<file path="src/rtl/sound_channel_allocator_core_assert.svh">
// Assertion macros shared by the sound channel allocator RTL.
`ifndef SOUND_CHANNEL_ALLOCATOR_CORE_ASSERT_SVH
`define SOUND_CHANNEL_ALLOCATOR_CORE_ASSERT_SVH

// Same-cycle implication, disabled while reset is high.
`define SCA_ASSERT_NOW(label, clk, rst, ante, cons, msg) \
   label: assert property (@(posedge clk) disable iff (rst) (ante) |-> (cons)) \
      else $error(msg);

// Next-cycle implication, disabled while reset is high.
`define SCA_ASSERT_NEXT(label, clk, rst, ante, cons, msg) \
   label: assert property (@(posedge clk) disable iff (rst) (ante) |=> (cons)) \
      else $error(msg);

`endif

</file>
<file path="src/rtl/sca_pkg.sv">
// Types and constants of the sound channel allocator.
`timescale 1ns / 1ps
`default_nettype none

package sca_pkg;

   // field widths
   localparam int CMD_W     = 3;
   localparam int ORIGIN_W  = 16;
   localparam int SOUND_W   = 10;
   localparam int PRIO_W    = 8;
   localparam int CHAN_W    = 4;
   localparam int STATUS_W  = 2;
   localparam int ACTIVE_W  = 5;

   localparam int MAX_CHANNELS_DEF = 16;
   localparam logic [ACTIVE_W-1:0] ACTIVE_RESET = 5'd16;

   // stored word of one channel: origin, sound, priority
   localparam int ENTRY_W = ORIGIN_W + SOUND_W + PRIO_W;

   typedef enum logic [CMD_W-1:0] {
      CMD_START   = 3'd0,
      CMD_STOP    = 3'd1,
      CMD_RELEASE = 3'd2,
      CMD_QUERY   = 3'd3,
      CMD_STOPALL = 3'd4
   } cmd_type;

   localparam logic [STATUS_W-1:0] ST_FREE    = 2'd0;
   localparam logic [STATUS_W-1:0] ST_EVICT   = 2'd1;
   localparam logic [STATUS_W-1:0] ST_REFUSED = 2'd2;
   localparam logic [STATUS_W-1:0] ST_DONE    = 2'd3;

   typedef enum logic [2:0] {
      S_IDLE = 3'b001,
      S_SCAN = 3'b010,
      S_OUT  = 3'b100
   } state_type;

   // scan pass being run by the sequencer
   typedef enum logic [5:0] {
      PH_PRE   = 6'b000001,
      PH_STOP  = 6'b000010,
      PH_FIND  = 6'b000100,
      PH_EVICT = 6'b001000,
      PH_QUERY = 6'b010000,
      PH_CLEAR = 6'b100000
   } phase_type;

endpackage

`default_nettype wire

</file>
<file path="src/rtl/sound_channel_allocator_core.sv">
// Sound channel allocator: channel table with priority voice stealing.
// Release and unknown commands go straight to the result; scans run one channel per cycle
// through the table memory: query, stop and stop all in one pass, start in the pre, find and,
// if no channel is free, evict passes. One word in flight: the next word is taken the cycle
// after the result enters the output register. Synchronous reset frees all channels and sets
// the count to 16; a count write also frees all channels.
`timescale 1ns / 1ps
`default_nettype none

module sound_channel_allocator_core
   import sca_pkg::*;
#(
   parameter int MAX_CHANNELS = MAX_CHANNELS_DEF
) (
   input  wire  logic                 clock,
   input  wire  logic                 reset,
   input  wire  logic                 req_valid,
   output logic                       req_stall,
   input  wire  logic [CMD_W-1:0]     req_cmd,
   input  wire  logic [ORIGIN_W-1:0]  req_origin_id,
   input  wire  logic [SOUND_W-1:0]   req_sound_id,
   input  wire  logic [PRIO_W-1:0]    req_priority_req,
   input  wire  logic [CHAN_W-1:0]    req_channel,
   output logic                       rsp_valid,
   input  wire  logic                 rsp_stall,
   output logic [STATUS_W-1:0]        rsp_status,
   output logic [CHAN_W-1:0]          rsp_channel_out,
   output logic                       rsp_hit,
   input  wire  logic                 csr_we,
   input  wire  logic [ACTIVE_W-1:0]  csr_wdata
);

   `include "sound_channel_allocator_core_assert.svh"

   localparam int IDX_W = (MAX_CHANNELS > 1) ? $clog2(MAX_CHANNELS) : 1;
   localparam int CNT_W = $clog2(MAX_CHANNELS + 1);
   localparam int CMP_W = (CNT_W > ACTIVE_W) ? CNT_W : ACTIVE_W;

   state_type                 state_ff, state_in;
   phase_type                 phase_ff, phase_in;
   logic [CNT_W-1:0]          iss_ff, iss_in;
   logic                      chk_vld_ff, chk_vld_in;
   logic [IDX_W-1:0]          chk_idx_ff, chk_idx_in;
   logic [MAX_CHANNELS-1:0]   busy_ff, busy_in;
   logic [ACTIVE_W-1:0]       active_ff, active_in;
   logic [ORIGIN_W-1:0]       origin_ff, origin_in;
   logic [SOUND_W-1:0]        sound_ff, sound_in;
   logic [PRIO_W-1:0]         prio_ff, prio_in;
   logic [STATUS_W-1:0]       res_status_ff, res_status_in;
   logic [CHAN_W-1:0]         res_ch_ff, res_ch_in;
   logic                      res_hit_ff, res_hit_in;
   logic                      rsp_valid_ff, rsp_valid_in;
   logic [STATUS_W-1:0]       rsp_status_ff, rsp_status_in;
   logic [CHAN_W-1:0]         rsp_ch_ff, rsp_ch_in;
   logic                      rsp_hit_ff, rsp_hit_in;

   // channel table memory, one registered read port
   logic [ENTRY_W-1:0]        mem [MAX_CHANNELS];
   logic [ENTRY_W-1:0]        rd_data_ff;
   logic                      mem_we;

   logic [CNT_W-1:0]          n_c;
   logic [CMP_W-1:0]          active_ext;
   logic                      issue;
   logic                      exhausted;
   logic                      chk_busy;
   logic [ORIGIN_W-1:0]       m_origin;
   logic [SOUND_W-1:0]        m_sound;
   logic [PRIO_W-1:0]         m_prio;
   logic                      org_match;
   logic                      snd_match;
   logic                      match;
   logic                      rel_hit;
   logic [MAX_CHANNELS-1:0]   rel_clear;

   // terms for the checks
   logic                      grant_pass;
   logic                      chk_in_range;
   logic                      grant_now;
   logic                      grant_marked;

   // clamp channel count into 1..MAX_CHANNELS
   assign active_ext = CMP_W'(active_ff);
   always_comb begin
      if (active_ff == '0) begin
         n_c = CNT_W'(1);
      end else if (active_ext > CMP_W'(MAX_CHANNELS)) begin
         n_c = CNT_W'(MAX_CHANNELS);
      end else begin
         n_c = CNT_W'(active_ext);
      end
   end

   // scan compare on the checked channel
   assign m_origin  = rd_data_ff[ENTRY_W-1 -: ORIGIN_W];
   assign m_sound   = rd_data_ff[PRIO_W +: SOUND_W];
   assign m_prio    = rd_data_ff[PRIO_W-1:0];
   assign chk_busy  = busy_ff[chk_idx_ff];
   assign org_match = (origin_ff != '0) && (m_origin == origin_ff);
   assign snd_match = (sound_ff != '0) && (m_sound == sound_ff);
   assign issue     = (iss_ff < n_c);
   assign exhausted = !chk_vld_ff && !issue;

   always_comb begin
      unique case (phase_ff)
         PH_PRE, PH_STOP: match = chk_busy && org_match;
         PH_FIND:         match = !chk_busy || org_match;
         PH_EVICT:        match = chk_busy && (m_prio >= prio_ff);
         PH_QUERY:        match = chk_busy && (org_match || snd_match);
         default:         match = 1'b0;
      endcase
   end

   // release lookup on the busy bits
   always_comb begin
      rel_hit   = 1'b0;
      rel_clear = '0;
      for (int i = 0; i < MAX_CHANNELS; i++) begin
         if ((32'(req_channel) == i) && (i < 32'(n_c)) && busy_ff[i]) begin
            rel_clear[i] = 1'b1;
            rel_hit      = 1'b1;
         end
      end
   end

   // sequencer and result path
   always_comb begin
      state_in      = state_ff;
      phase_in      = phase_ff;
      iss_in        = iss_ff;
      chk_vld_in    = chk_vld_ff;
      chk_idx_in    = chk_idx_ff;
      busy_in       = busy_ff;
      active_in     = active_ff;
      origin_in     = origin_ff;
      sound_in      = sound_ff;
      prio_in       = prio_ff;
      res_status_in = res_status_ff;
      res_ch_in     = res_ch_ff;
      res_hit_in    = res_hit_ff;
      rsp_valid_in  = rsp_valid_ff;
      rsp_status_in = rsp_status_ff;
      rsp_ch_in     = rsp_ch_ff;
      rsp_hit_in    = rsp_hit_ff;
      mem_we        = 1'b0;

      if (rsp_valid_ff && !rsp_stall) begin
         rsp_valid_in = 1'b0;
      end

      unique case (state_ff)
         S_IDLE: begin
            if (req_valid) begin
               origin_in     = req_origin_id;
               sound_in      = req_sound_id;
               prio_in       = req_priority_req;
               iss_in        = '0;
               chk_vld_in    = 1'b0;
               res_status_in = ST_DONE;
               res_ch_in     = '0;
               res_hit_in    = 1'b0;
               state_in      = S_SCAN;
               unique case (cmd_type'(req_cmd))
                  CMD_START:   phase_in = PH_PRE;
                  CMD_STOP:    phase_in = PH_STOP;
                  CMD_QUERY:   phase_in = PH_QUERY;
                  CMD_STOPALL: phase_in = PH_CLEAR;
                  CMD_RELEASE: begin
                     busy_in    = busy_ff & ~rel_clear;
                     res_ch_in  = req_channel;
                     res_hit_in = rel_hit;
                     state_in   = S_OUT;
                  end
                  default: state_in = S_OUT;
               endcase
            end
         end

         S_SCAN: begin
            // issue stage: read next channel
            chk_vld_in = issue;
            chk_idx_in = iss_ff[IDX_W-1:0];
            if (issue) begin
               iss_in = CNT_W'(iss_ff + 1'b1);
            end

            if (phase_ff == PH_CLEAR) begin
               // stop all: sweep every channel
               if (chk_vld_ff && chk_busy) begin
                  busy_in[chk_idx_ff] = 1'b0;
                  res_hit_in          = 1'b1;
               end
               if (exhausted) begin
                  state_in = S_OUT;
               end
            end else if (chk_vld_ff && match) begin
               iss_in     = '0;
               chk_vld_in = 1'b0;
               unique case (phase_ff)
                  PH_PRE: begin
                     busy_in[chk_idx_ff] = 1'b0;
                     phase_in            = PH_FIND;
                  end
                  PH_STOP: begin
                     busy_in[chk_idx_ff] = 1'b0;
                     res_hit_in          = 1'b1;
                     res_ch_in           = CHAN_W'(chk_idx_ff);
                     state_in            = S_OUT;
                  end
                  PH_FIND, PH_EVICT: begin
                     mem_we              = 1'b1;
                     busy_in[chk_idx_ff] = 1'b1;
                     res_status_in       = (phase_ff == PH_FIND) ? ST_FREE : ST_EVICT;
                     res_ch_in           = CHAN_W'(chk_idx_ff);
                     state_in            = S_OUT;
                  end
                  default: begin
                     res_hit_in = 1'b1;
                     state_in   = S_OUT;
                  end
               endcase
            end else if (exhausted) begin
               iss_in = '0;
               unique case (phase_ff)
                  PH_PRE:   phase_in = PH_FIND;
                  PH_FIND:  phase_in = PH_EVICT;
                  PH_EVICT: begin
                     res_status_in = ST_REFUSED;
                     state_in      = S_OUT;
                  end
                  default:  state_in = S_OUT;
               endcase
            end
         end

         S_OUT: begin
            // hand result to output register once it is free
            if (!rsp_valid_ff || !rsp_stall) begin
               rsp_valid_in  = 1'b1;
               rsp_status_in = res_status_ff;
               rsp_ch_in     = res_ch_ff;
               rsp_hit_in    = res_hit_ff;
               state_in      = S_IDLE;
            end
         end

         default: state_in = S_IDLE;
      endcase

      // channel count write frees the table
      if (csr_we) begin
         active_in = csr_wdata;
         busy_in   = '0;
      end
   end

   // control and payload registers
   always_ff @(posedge clock) begin
      if (reset) begin
         state_ff     <= S_IDLE;
         phase_ff     <= PH_PRE;
         iss_ff       <= '0;
         chk_vld_ff   <= 1'b0;
         busy_ff      <= '0;
         active_ff    <= ACTIVE_RESET;
         rsp_valid_ff <= 1'b0;
      end else begin
         state_ff     <= state_in;
         phase_ff     <= phase_in;
         iss_ff       <= iss_in;
         chk_vld_ff   <= chk_vld_in;
         busy_ff      <= busy_in;
         active_ff    <= active_in;
         rsp_valid_ff <= rsp_valid_in;
      end
      chk_idx_ff    <= chk_idx_in;
      origin_ff     <= origin_in;
      sound_ff      <= sound_in;
      prio_ff       <= prio_in;
      res_status_ff <= res_status_in;
      res_ch_ff     <= res_ch_in;
      res_hit_ff    <= res_hit_in;
      rsp_status_ff <= rsp_status_in;
      rsp_ch_ff     <= rsp_ch_in;
      rsp_hit_ff    <= rsp_hit_in;
   end

   // table memory: write on grant, read at issue index
   always_ff @(posedge clock) begin
      if (mem_we) begin
         mem[chk_idx_ff] <= {origin_ff, sound_ff, prio_ff};
      end
      rd_data_ff <= mem[iss_ff[IDX_W-1:0]];
   end

   assign req_stall       = (state_ff != S_IDLE);
   assign rsp_valid       = rsp_valid_ff;
   assign rsp_status      = rsp_status_ff;
   assign rsp_channel_out = rsp_ch_ff;
   assign rsp_hit         = rsp_hit_ff;

   // checks
   assign grant_pass   = (state_ff == S_SCAN) && (phase_ff == PH_FIND || phase_ff == PH_EVICT);
   assign chk_in_range = (CNT_W'(chk_idx_ff) < n_c);
   assign grant_now    = mem_we && !csr_we;
   assign grant_marked = busy_ff[IDX_W'(res_ch_ff)] && (state_ff == S_OUT);

   `SCA_ASSERT_NOW(a_grant_phase, clock, reset, mem_we, grant_pass, "write outside a grant pass")
   `SCA_ASSERT_NOW(a_chk_range, clock, reset, chk_vld_ff, chk_in_range, "channel beyond count")
   `SCA_ASSERT_NEXT(a_grant_busy, clock, reset, grant_now, grant_marked, "grant not marked busy")

endmodule

`default_nettype wire
</file>
<file path="config.mk">
export PLATFORM = sky130hd
export DESIGN_NAME = sound_channel_allocator_core
export DESIGN_NICKNAME = d
export VERILOG_FILES = /design/src/rtl/sca_pkg.sv /design/src/rtl/sound_channel_allocator_core.sv
export VERILOG_INCLUDE_DIRS = /design/src /design/src/rtl
export SDC_FILE = /design/constraint.sdc
export NUM_CORES = 1
export LEC_CHECK = 0
export BUFFER_PORTS_ARGS = -buffer_cell sky130_fd_sc_hd__buf_2
export CORE_MARGIN = 8
export CORE_UTILIZATION = 35
export DETAILED_ROUTE_END_ITERATION = 8
export SLEW_MARGIN = 10
export SYNTH_ARGS = -nofsm -noshare
export SYNTH_HDL_FRONTEND = slang
export SYNTH_SLANG_ARGS = --single-unit
</file>
<file path="constraint.sdc">
create_clock -name clock -period 6.5 [get_ports clock]
set_input_delay 0.975 -clock clock [delete_from_list [all_inputs] [get_ports clock]]
set_output_delay 0.975 -clock clock [all_outputs]
set_load 0.05 [all_outputs]
</file>
## Yosys cells after proc, flatten, opt, wreduce, memory -nomap -nowiden

Memory sizes are Yosys's and may differ from the RTL's. A register that Yosys moved wholly into a read port is not among the register bits.
Cells that the tools add are included.
W data, S select, Z words.

| storage, ports and cells | value |
|---|---|
| word-level logic and storage cells | 270 |
| RAM bits | 544 |
| output and inout port bits | 9 |
| memories | 1 |
| flip-flop bits (word level) | 89 |

| operators by class | value |
|---|---|
| reductions and logical operators | 72 |
| bitwise operators | 5 |
| order comparisons | 21 |
| mux-type cells | 103 |
| eq/ne operators | 50 |
| $add $sub $neg | 1 |

Memory list:

| memory | depth | width | rd ports | clocked after memory_dff | write ports | RTL line | RTL |
|---|---|---|---|---|---|---|---|
| mem | 16 | 34 | 1 | 1 | 1 | sound_channel_allocator_core.sv:58 | `logic [ENTRY_W-1:0] mem [MAX_CHANNELS];` |

Operators by type and width:

| cell | count |
|---|---|
| $mux W16 | 5 |
| $pmux W16 S2 | 2 |
| $mux W1 | 52 |
| $logic_and A1 B1 Y1 | 42 |
| $lt A4 B5 Y1 const A | 8 |
| $mux W5 | 7 |
| $and A16 B16 Y16 | 2 |
| $eq A4 B4 Y1 const B | 8 |
| $not A16 Y16 | 2 |
| $mux W6 | 5 |
| $mux W3 | 9 |
| $pmux W6 S2 | 2 |
| $pmux W6 S4 | 1 |
| $lt A3 B5 Y1 const A | 4 |
| $mux W4 | 5 |
| $reduce_and A6 Y1 | 3 |
| $eq A16 B16 Y1 | 1 |
| $eq A4 B3 Y1 const B | 4 |
| $or A16 B16 Y16 | 1 |
| $reduce_bool A16 Y1 | 1 |
| $ne A3 B3 Y1 const B | 5 |
| $mux W2 | 6 |
| $ne A3 B2 Y1 const B | 4 |
| $eq A10 B10 Y1 | 1 |
| 46 further kinds | 72 |

## Depth between registers and ports, before layout

Gate-level depths: netlist of run 1.

| logic depth | value |
|---|---|
| word-level depth | 25 |
| mapped depth | 11 |
| depth with buffers taken out | 11 |

## Least setup slack after synthesis of run 1

No wires, ideal clock.

| timing path | value |
|---|---|
| kind | reg-to-reg |
| start point | register prio_ff[2] |
| end point | memory mem[15][0] in the netlist's numbering (enable) |
| data required time | 6.032 ns |
| data arrival time | 4.380 ns |
| library setup time | 0.468 ns |
| cell stages (with the launch flop) | 11 |
| clock period less this slack | 4.848 ns |
| setup slack | 1.652 ns |
| path through | edfxtp_1 > inv_1 > ha_1 > nand2_1 > o21ai_0 > a31oi_1 > or2_0 > a31o_4 > nor3_1 > nand2_1 > nor3_1 |

| between the ends | value |
|---|---|
| longest elaborated chain between the ends | 9 |

Ends and longest elaborated chain:

| element | RTL line | RTL |
|---|---|---|
| start, declared | sound_channel_allocator_core.sv:48 | `logic [PRIO_W-1:0] prio_ff, prio_in;` |
| start signal, assigned | sound_channel_allocator_core.sv:279 | `prio_ff <= prio_in;` |
| $ge A8 B8 Y1 | sound_channel_allocator_core.sv:108 | `PH_EVICT: match = chk_busy && (m_prio >= prio_ff);` |
| $logic_and A1 B1 Y1 | sound_channel_allocator_core.sv:108 |  |
| $pmux W1 S4 | sound_channel_allocator_core.sv:105 | `unique case (phase_ff)` |
| $logic_and A1 B1 Y1 | sound_channel_allocator_core.sv:196 | `end else if (chk_vld_ff && match) begin` |
| $mux W1 | sound_channel_allocator_core.sv:196 |  |
| $mux W1 | sound_channel_allocator_core.sv:187 | `if (phase_ff == PH_CLEAR) begin` |
| $mux W1 | sound_channel_allocator_core.sv:151 | `unique case (state_ff)` |
| $mux W1 | sound_channel_allocator_core.sv:290 | `if (mem_we) begin` |
| $mux W1 (not written as such) | sound_channel_allocator_core.sv:291 | `mem[chk_idx_ff] <= {origin_ff, sound_ff, prio_ff};` |
| end, declared | sound_channel_allocator_core.sv:58 |  |

No other way between the ends.

## Worst setup path in the final report of run 1

| timing path | value |
|---|---|
| start point | register prio_ff[2] |
| end point | memory mem[13][16] in the netlist's numbering (enable) |

Same word-level chain as after synthesis.

==> results of run 1 <==
-- critical path, cell delays in order, from the launching register on --
cell,delay (ns)
sky130_fd_sc_hd__edfxtp_1,0.63
sky130_fd_sc_hd__inv_1,0.10
sky130_fd_sc_hd__ha_1,0.32
sky130_fd_sc_hd__nand2_1,0.06
sky130_fd_sc_hd__o21ai_0,0.32
sky130_fd_sc_hd__a31oi_1,0.19
sky130_fd_sc_hd__or2_0,0.26
sky130_fd_sc_hd__a31o_4,0.25
sky130_fd_sc_hd__nor3_1,0.22
sky130_fd_sc_hd__buf_4,0.21
sky130_fd_sc_hd__nand2_1,0.08
sky130_fd_sc_hd__buf_4,0.28
sky130_fd_sc_hd__nor2_4,0.85
sky130_fd_sc_hd__buf_4,0.42
-- per-stage QoR --
step	total power [mW]	utilization, %	cells	worst slack (ns)	hold WS (ns)
2_1_floorplan	5.06	-	1376	1.65	0.400
3_3_place_gp	5.18	37.4	2361	2.00	0.403
3_5_place_dp	5.19	37.4	2361	1.87	0.407
4_1_cts	9.02	40.4	2488	1.86	0.419
5_1_grt	9.20	40.4	2488	1.62	0.430
6_report	8.94	40.4	2488	1.93	0.418
-- power by group through the flow --
stage / registers, mW / clock network (mW) / logic, mW
2_1_floorplan: 4.90 / 0 / 0.159
5_1_grt: 4.87 / 4.07 / 0.264
3_3_place_gp: 4.94 / 0 / 0.239
4_1_cts: 4.86 / 3.92 / 0.243
3_5_place_dp: 4.95 / 0 / 0.241
6_report: 4.86 / 3.84 / 0.241
-- logic make-up after synthesis --
logic type,after synthesis,synth area share [%]
AOI/OAI and AO/OA,145,3.97
adders and majority gates,13,0.617
and+or+nand+nor,247,4.57
DFF,667,73.2
xor gates and xnor gates,28,0.930
buffers and inverters,90,1.45
muxes,186,15.2
-- area by class of cell --
class / count / area share [%]
Tap cell: 969 / 4.03
Multi-Input combinational cell: 619 / 22.5
Clock inverter: 30 / 0.956
Timing Repair Buffer: 87 / 1.72
Clock buffer: 97 / 6.33
Sequential cell: 667 / 64.2
Inverter: 19 / 0.237
-- final timing paths --
check / startpoint / endpoint / slack [ns] / cells after the start
max: prio_ff[2] / mem[13][16] / 1.93 / 13
min: res_ch_ff[0] / rsp_channel_out[0] / 0.42 / 0
max reg2reg: prio_ff[2] / mem[13][16] / 1.93 / 13
min reg2reg: res_ch_ff[0] / rsp_channel_out[0] / 0.42 / 0
-- sequential cells by signal, indices dropped and copies added (netlist names), 5 cells and up, named ones only --
signal / flops
rd_data_ff: 34
sound_ff: 10
active_ext: 5
origin_ff: 16
mem: 544
iss_ff: 5
prio_ff: 8
phase_ff: 6
-- metal layers --
metal / up-vias / GRT usage [%] / wire, um / part of all wire [%]
met5: - / 0 / 0 / 0
met2: 516 / 23.2 / 29700 / 47
li1: 5837 / - / - / -
met4: 0 / 3.89 / 1480 / 2.3
met3: 103 / 2.88 / 3950 / 6.2
met1: 7201 / 20.9 / 28200 / 45
-- layout by cell type (no fill, tap or decap), types with 5 or more instances in the layout --
cell / synthesis / final
sky130_fd_sc_hd__edfxtp_1: 596 / 596
sky130_fd_sc_hd__mux4_2: 172 / 172
sky130_fd_sc_hd__clkbuf_16: 0 / 71
sky130_fd_sc_hd__dfxtp_1: 71 / 67
sky130_fd_sc_hd__nand2_1: 66 / 66
sky130_fd_sc_hd__buf_2: 6 / 59
sky130_fd_sc_hd__nor2_1: 71 / 58
sky130_fd_sc_hd__o21ai_0: 31 / 30
sky130_fd_sc_hd__buf_4: 0 / 27
sky130_fd_sc_hd__a21oi_1: 23 / 23
sky130_fd_sc_hd__clkbuf_1: 44 / 23
sky130_fd_sc_hd__nand3_1: 20 / 20
sky130_fd_sc_hd__xnor2_1: 18 / 18
sky130_fd_sc_hd__inv_1: 18 / 17
sky130_fd_sc_hd__nand4_1: 16 / 16
sky130_fd_sc_hd__nor3_1: 15 / 14
sky130_fd_sc_hd__clkinv_1: 1 / 14
sky130_fd_sc_hd__mux2i_1: 13 / 13
sky130_fd_sc_hd__nor4_1: 13 / 13
sky130_fd_sc_hd__nor2_4: 0 / 13
sky130_fd_sc_hd__ha_1: 13 / 13
sky130_fd_sc_hd__a31oi_1: 12 / 12
sky130_fd_sc_hd__xor2_1: 10 / 10
sky130_fd_sc_hd__o31ai_1: 10 / 10
sky130_fd_sc_hd__a211oi_1: 8 / 8
sky130_fd_sc_hd__nand3b_1: 8 / 8
sky130_fd_sc_hd__a221o_1: 8 / 8
sky130_fd_sc_hd__nor2b_1: 7 / 7
sky130_fd_sc_hd__nand2b_1: 7 / 7
sky130_fd_sc_hd__clkinv_2: 0 / 7
sky130_fd_sc_hd__and3_1: 8 / 6
sky130_fd_sc_hd__o211ai_1: 5 / 5
==> results.txt, run 1 <==
run status - completed
Die X - 291 um
synth-to-layout area growth - 14.1%
Via-to-Cell Ratio - 5.49
Internal - 7.03 mW
number of failing setup endpoints in the final timing report - 0
unrepaired setup endpoints after global routing - no
number of design-rule violations left by the first detailed-router iteration - 1,346
maximum level of the CTS H-tree - 3
sequential area share after synthesis - 73.2%
vertical die dimension - 291 um
data arrival time of the critical path - 4.85 ns
post-synthesis cell count - 1,376
number of post-CTS setup repair buffers - 0
sequential share of power - 54.3%
antenna cells - 0
TritonCTS clock tree - done
global-route total usage across every layer - 14.7%
Max Cap Viol - 0
fill count - 6,599
flip-flop cell with the highest count after synthesis - sky130_fd_sc_hd__edfxtp_1
hold buffer count at cts - 0
highest ir drop seen on vdd - 231 uV
Core ar. - 0.0746 mm^2
Warnings, synthesis - 0
top cell type's share of synthesized area - 67.9%
Rows - 100
count of endpoints failing hold in the final timing report - 0
Final period util - 70.3%
largest net degree at the start of global routing - 106
count of buffers inserted at the top-level ports - 59
Resized Gates After CTS - 0
post-synth cell types - 66
Final ANT Viol Nets - 0
number of clock sinks - 667
total grt overflow - 0
net count after synthesis - 1,440
ratio of cells with drive above 1 in the final layout - 25.5%
switching pwr - 1.91 mW
Max FO, Critical Path - 22
synth top area cells - sky130_fd_sc_hd__edfxtp_1 68%, sky130_fd_sc_hd__mux4_2 15%, sky130_fd_sc_hd__dfxtp_1 5.4%
sum of routed wire length over all layers - 63.3 mm
initial cell density of the core - 35.4%
Avg Inst Size Synth - 19.2 um^2
floorplan die area - 0.0844 mm^2
Required @ worst endpoint - 6.78 ns
flop and latch count out of synthesis - 667
flip-flop and latch area - 0.0193 mm^2
First-pass DRT Iterations - 7
synth cell count leaders - 596 x sky130_fd_sc_hd__edfxtp_1, 172 x sky130_fd_sc_hd__mux4_2, 71 x sky130_fd_sc_hd__dfxtp_1, 71 x sky130_fd_sc_hd__nor2_1, 66 x sky130_fd_sc_hd__nand2_1
Post-synth EDFFs - 596
number of nets in the layout - 1,528
Max Root-Sink Buffers - 3
TNS Setup - 0 ns
class of the worst hold path - reg2reg
DR vias - 13.7k
DRC errors left - 0
post-synthesis instance area - 0.0264 mm^2
total clock buffers created by CTS - 70
clock latency of the later-clocked register in the worst-skew pair - 0.61 ns
Max-slew headroom - 14.1%
routed length per instance - 25.4 um
slew at the pin closest to its max-slew limit - 1.26 ns
max-slew violation count - 0
share of flip-flops with an asynchronous set or reset after synthesis - 0%
vias in the first global route - 13.8k
type of origin of the critical path - flip-flop
I/O pins - 60
detailed placer's ending HPWL - 35.8 mm
count leader, synth - sky130_fd_sc_hd__edfxtp_1
endpoint class of the critical path - flip-flop
largest area contributor in the synthesized netlist - sky130_fd_sc_hd__edfxtp_1
share of power burned in the clock network - 43.0%
CTS root buffer - sky130_fd_sc_hd__clkbuf_16
Gate power share - 2.7%
Highest Clock Rate - 0.219 GHz
leakage power figure - 9.21 nW
initial antenna violation count - 2
power per cell area - 297 mW/mm^2
DP Area - 0.0279 mm^2
GP Congestion - 0.813
clock tree skew after final layout - 0.0291 ns
path type of the worst setup path - reg2reg
minimum period implied by the final worst setup slack - 4.57 ns
cell area after layout - 0.0301 mm^2
register clock-pin slew on the reported worst setup and hold paths - 0.06 ns
sw frac - 21.4%
footprint of the multi-input gates - 0.00678 mm^2
first-pass GRT wire length - 94.0 mm
Power figures use the tool's default switching activity.
==> run 2, diff against run 1 <==
==> constraint.sdc (replaced) <==
create_clock -name clock -period 4.3 [get_ports clock]
set_input_delay 0.645 -clock clock [delete_from_list [all_inputs] [get_ports clock]]
set_output_delay 0.645 -clock clock [all_outputs]
set_load 0.05 [all_outputs]
==> run 2 against run 1 <==
  * Sequential power up 50%
  * Clock power up 57%
  * Design area up 2.1%
==> results.txt, run 2 (same netlist as run 1, synthesis figures left out) <==
worst path setup slack after routing - 0.519 ns
max FFs per register - 544
Max Root-Sink Buffers - 3
type of origin of the critical path - flip-flop
power per cell area - 449 mW/mm^2
most common library cell in the layout ignoring fill and taps - sky130_fd_sc_hd__edfxtp_1
commonest cells after routing, fill and taps aside - 596 x sky130_fd_sc_hd__edfxtp_1, 172 x sky130_fd_sc_hd__mux4_2, 73 x sky130_fd_sc_hd__clkbuf_16
Resized Gates After CTS - 0
Final ANT Viol Nets - 0
number of nets in the layout - 1,560
maximum level of the CTS H-tree - 3
first-pass GRT wire length - 92.7 mm
I/O pins - 60
CP Cell Sequence - inv_1, ha_1, nand2_1, o21ai_0, buf_4, a31oi_1, or2_0, a31o_4, nor3_1, nand2_1, buf_4, nor2_4, buf_12
total grt overflow - 0
floorplan die area - 0.0844 mm^2
class of the worst hold path - in2reg
Max-slew headroom - 19.3%
number of design-rule violations left by the first detailed-router iteration - 1,483
number of cell instances on the worst register-to-register path - 13
initial cell density of the core - 35.4%
largest net degree at the start of global routing - 141
vertical die dimension - 291 um
DRC errors left - 0
count of buffers inserted at the top-level ports - 59
leakage power figure - 9.51 nW
Hold Worst Slack - 0.207 ns
global-route total usage across every layer - 14.4%
number of failing setup endpoints in the final timing report - 0
count of endpoints failing hold in the final timing report - 0
run status - completed
highest ir drop seen on vdd - 261 uV
number of clock sinks - 667
Via-to-Cell Ratio - 5.44
hold path endpoint - origin_ff[3]
maximum single-stage delay on the critical path - 0.65 ns
hold path startpoint - req_origin_id[3]
Max Cap Viol - 0
number of post-CTS setup repair buffers - 0
Required @ worst endpoint - 4.57 ns
sum of routed wire length over all layers - 62.4 mm
Max FO, Critical Path - 34
hold buffer count at cts - 0
Highest Clock Rate - 0.264 GHz
register clock-pin slew on the reported worst setup and hold paths - 0.06 ns
start of the worst register-to-register path - prio_ff[2]
GP Congestion - 0.860
DR vias - 13.7k
antenna cells - 0
minimum period implied by the final worst setup slack - 3.78 ns
CTS root buffer - sky130_fd_sc_hd__clkbuf_16
path type of the worst setup path - reg2reg
largest registers in the final layout - mem x544, rd_data_ff x34, origin_ff x16
total clock buffers created by CTS - 70
TNS Setup - 0 ns
detailed placer's ending HPWL - 36.5 mm
Die X - 291 um
First-pass DRT Iterations - 5
fill count - 6,557
routed length per instance - 24.7 um
max-slew violation count - 0
ratio of cells with drive above 1 in the final layout - 28.1%
R2R Setup Slk - 0.52 ns
cell area after layout - 0.0307 mm^2
slowest CP cell - sky130_fd_sc_hd__edfxtp_1
DP Area - 0.0284 mm^2
vias in the first global route - 13.9k
Rows - 100
clock latency of the later-clocked register in the worst-skew pair - 0.61 ns
Final period util - 87.9%
synth-to-layout area growth - 16.5%
number of cells on the worst hold path - 1
Top reg by flops - mem
utilization of the core after routing - 41.2%
endpoint class of the critical path - flip-flop
slew at the pin closest to its max-slew limit - 1.18 ns
Core ar. - 0.0746 mm^2
initial antenna violation count - 0
data arrival time of the critical path - 4.05 ns
post-placement worst setup slack - 0.531 ns
unrepaired setup endpoints after global routing - no
clock tree skew after final layout - 0.0204 ns
TritonCTS clock tree - done
reg2reg end - mem[11][13]
## run 2: cell count changes in the layout (fill, tap and decap cells not counted), moves of 2 or more
cell and delta:
sky130_fd_sc_hd__buf_12 +19, sky130_fd_sc_hd__clkinv_1 -7, sky130_fd_sc_hd__clkinv_2 +7, sky130_fd_sc_hd__clkbuf_8 +8
sky130_fd_sc_hd__clkbuf_16 +2, sky130_fd_sc_hd__inv_16 -2, sky130_fd_sc_hd__buf_4 +13, sky130_fd_sc_hd__clkbuf_1 -8
## run 2: metal layers
metal  track usage [%]  wire length (um)  vias up
li1                  -                 -     5914
met1              20.6             28000     7236
met2              22.9             29500      469
met3              2.61              3710       91
met4              3.41              1180        0
met5                 0                 0        -
## run 2: worst max-delay path: cells and delay by family, from the launching register on
| family | cells | cell delay [ns] |
|---|---|---|
| AND/OR/NAND/NOR | 5 | 0.96 |
| buffers and inverters | 4 | 0.85 |
| flip-flops | 1 | 0.65 |
| AO/OA/AOI/OAI | 3 | 0.62 |
| adder cells (fa/ha/maj) | 1 | 0.31 |
## run 2: cell type report
class,count,area (um^2),share of cell area (%)
Clock buffer,99,2030,6.62
Clock inverter,30,303,0.985
Inverter,19,71.3,0.232
Multi-Input combinational cell,619,6790,22.1
Sequential cell,667,19300,62.9
Tap cell,969,1210,3.94
Timing Repair Buffer,119,996,3.24
## run 2: worst max-delay path by stage
stage	startpoint	to	slack, ns	depth (start not counted)
after floorplan	prio_ff[2]	mem[11][0]	0.20	11
after global placement	sound_ff[8]	mem[11][20]	0.69	10
after CTS	prio_ff[2]	mem[11][5]	0.51	13
after global routing	prio_ff[6]	flip-flop	0.29	10
after detailed placement	prio_ff[2]	mem[11][10]	0.53	13
final	prio_ff[2]	mem[11][13]	0.52	13
## run 2: metrics by stage
step,total power [mW],std cells
2_1_floorplan,7.64,1376
5_1_grt,14.2,2522
4_1_cts,13.9,2522
6_report,13.8,2522
3_5_place_dp,7.89,2393
3_3_place_gp,7.87,2393
## run 2: where the power goes
| part | switching, mW | internal (mW) |
|---|---|---|
| Clock | 2.52 | 3.52 |
| Combinational | 0.309 | 0.162 |
| Sequential | 0.105 | 7.17 |
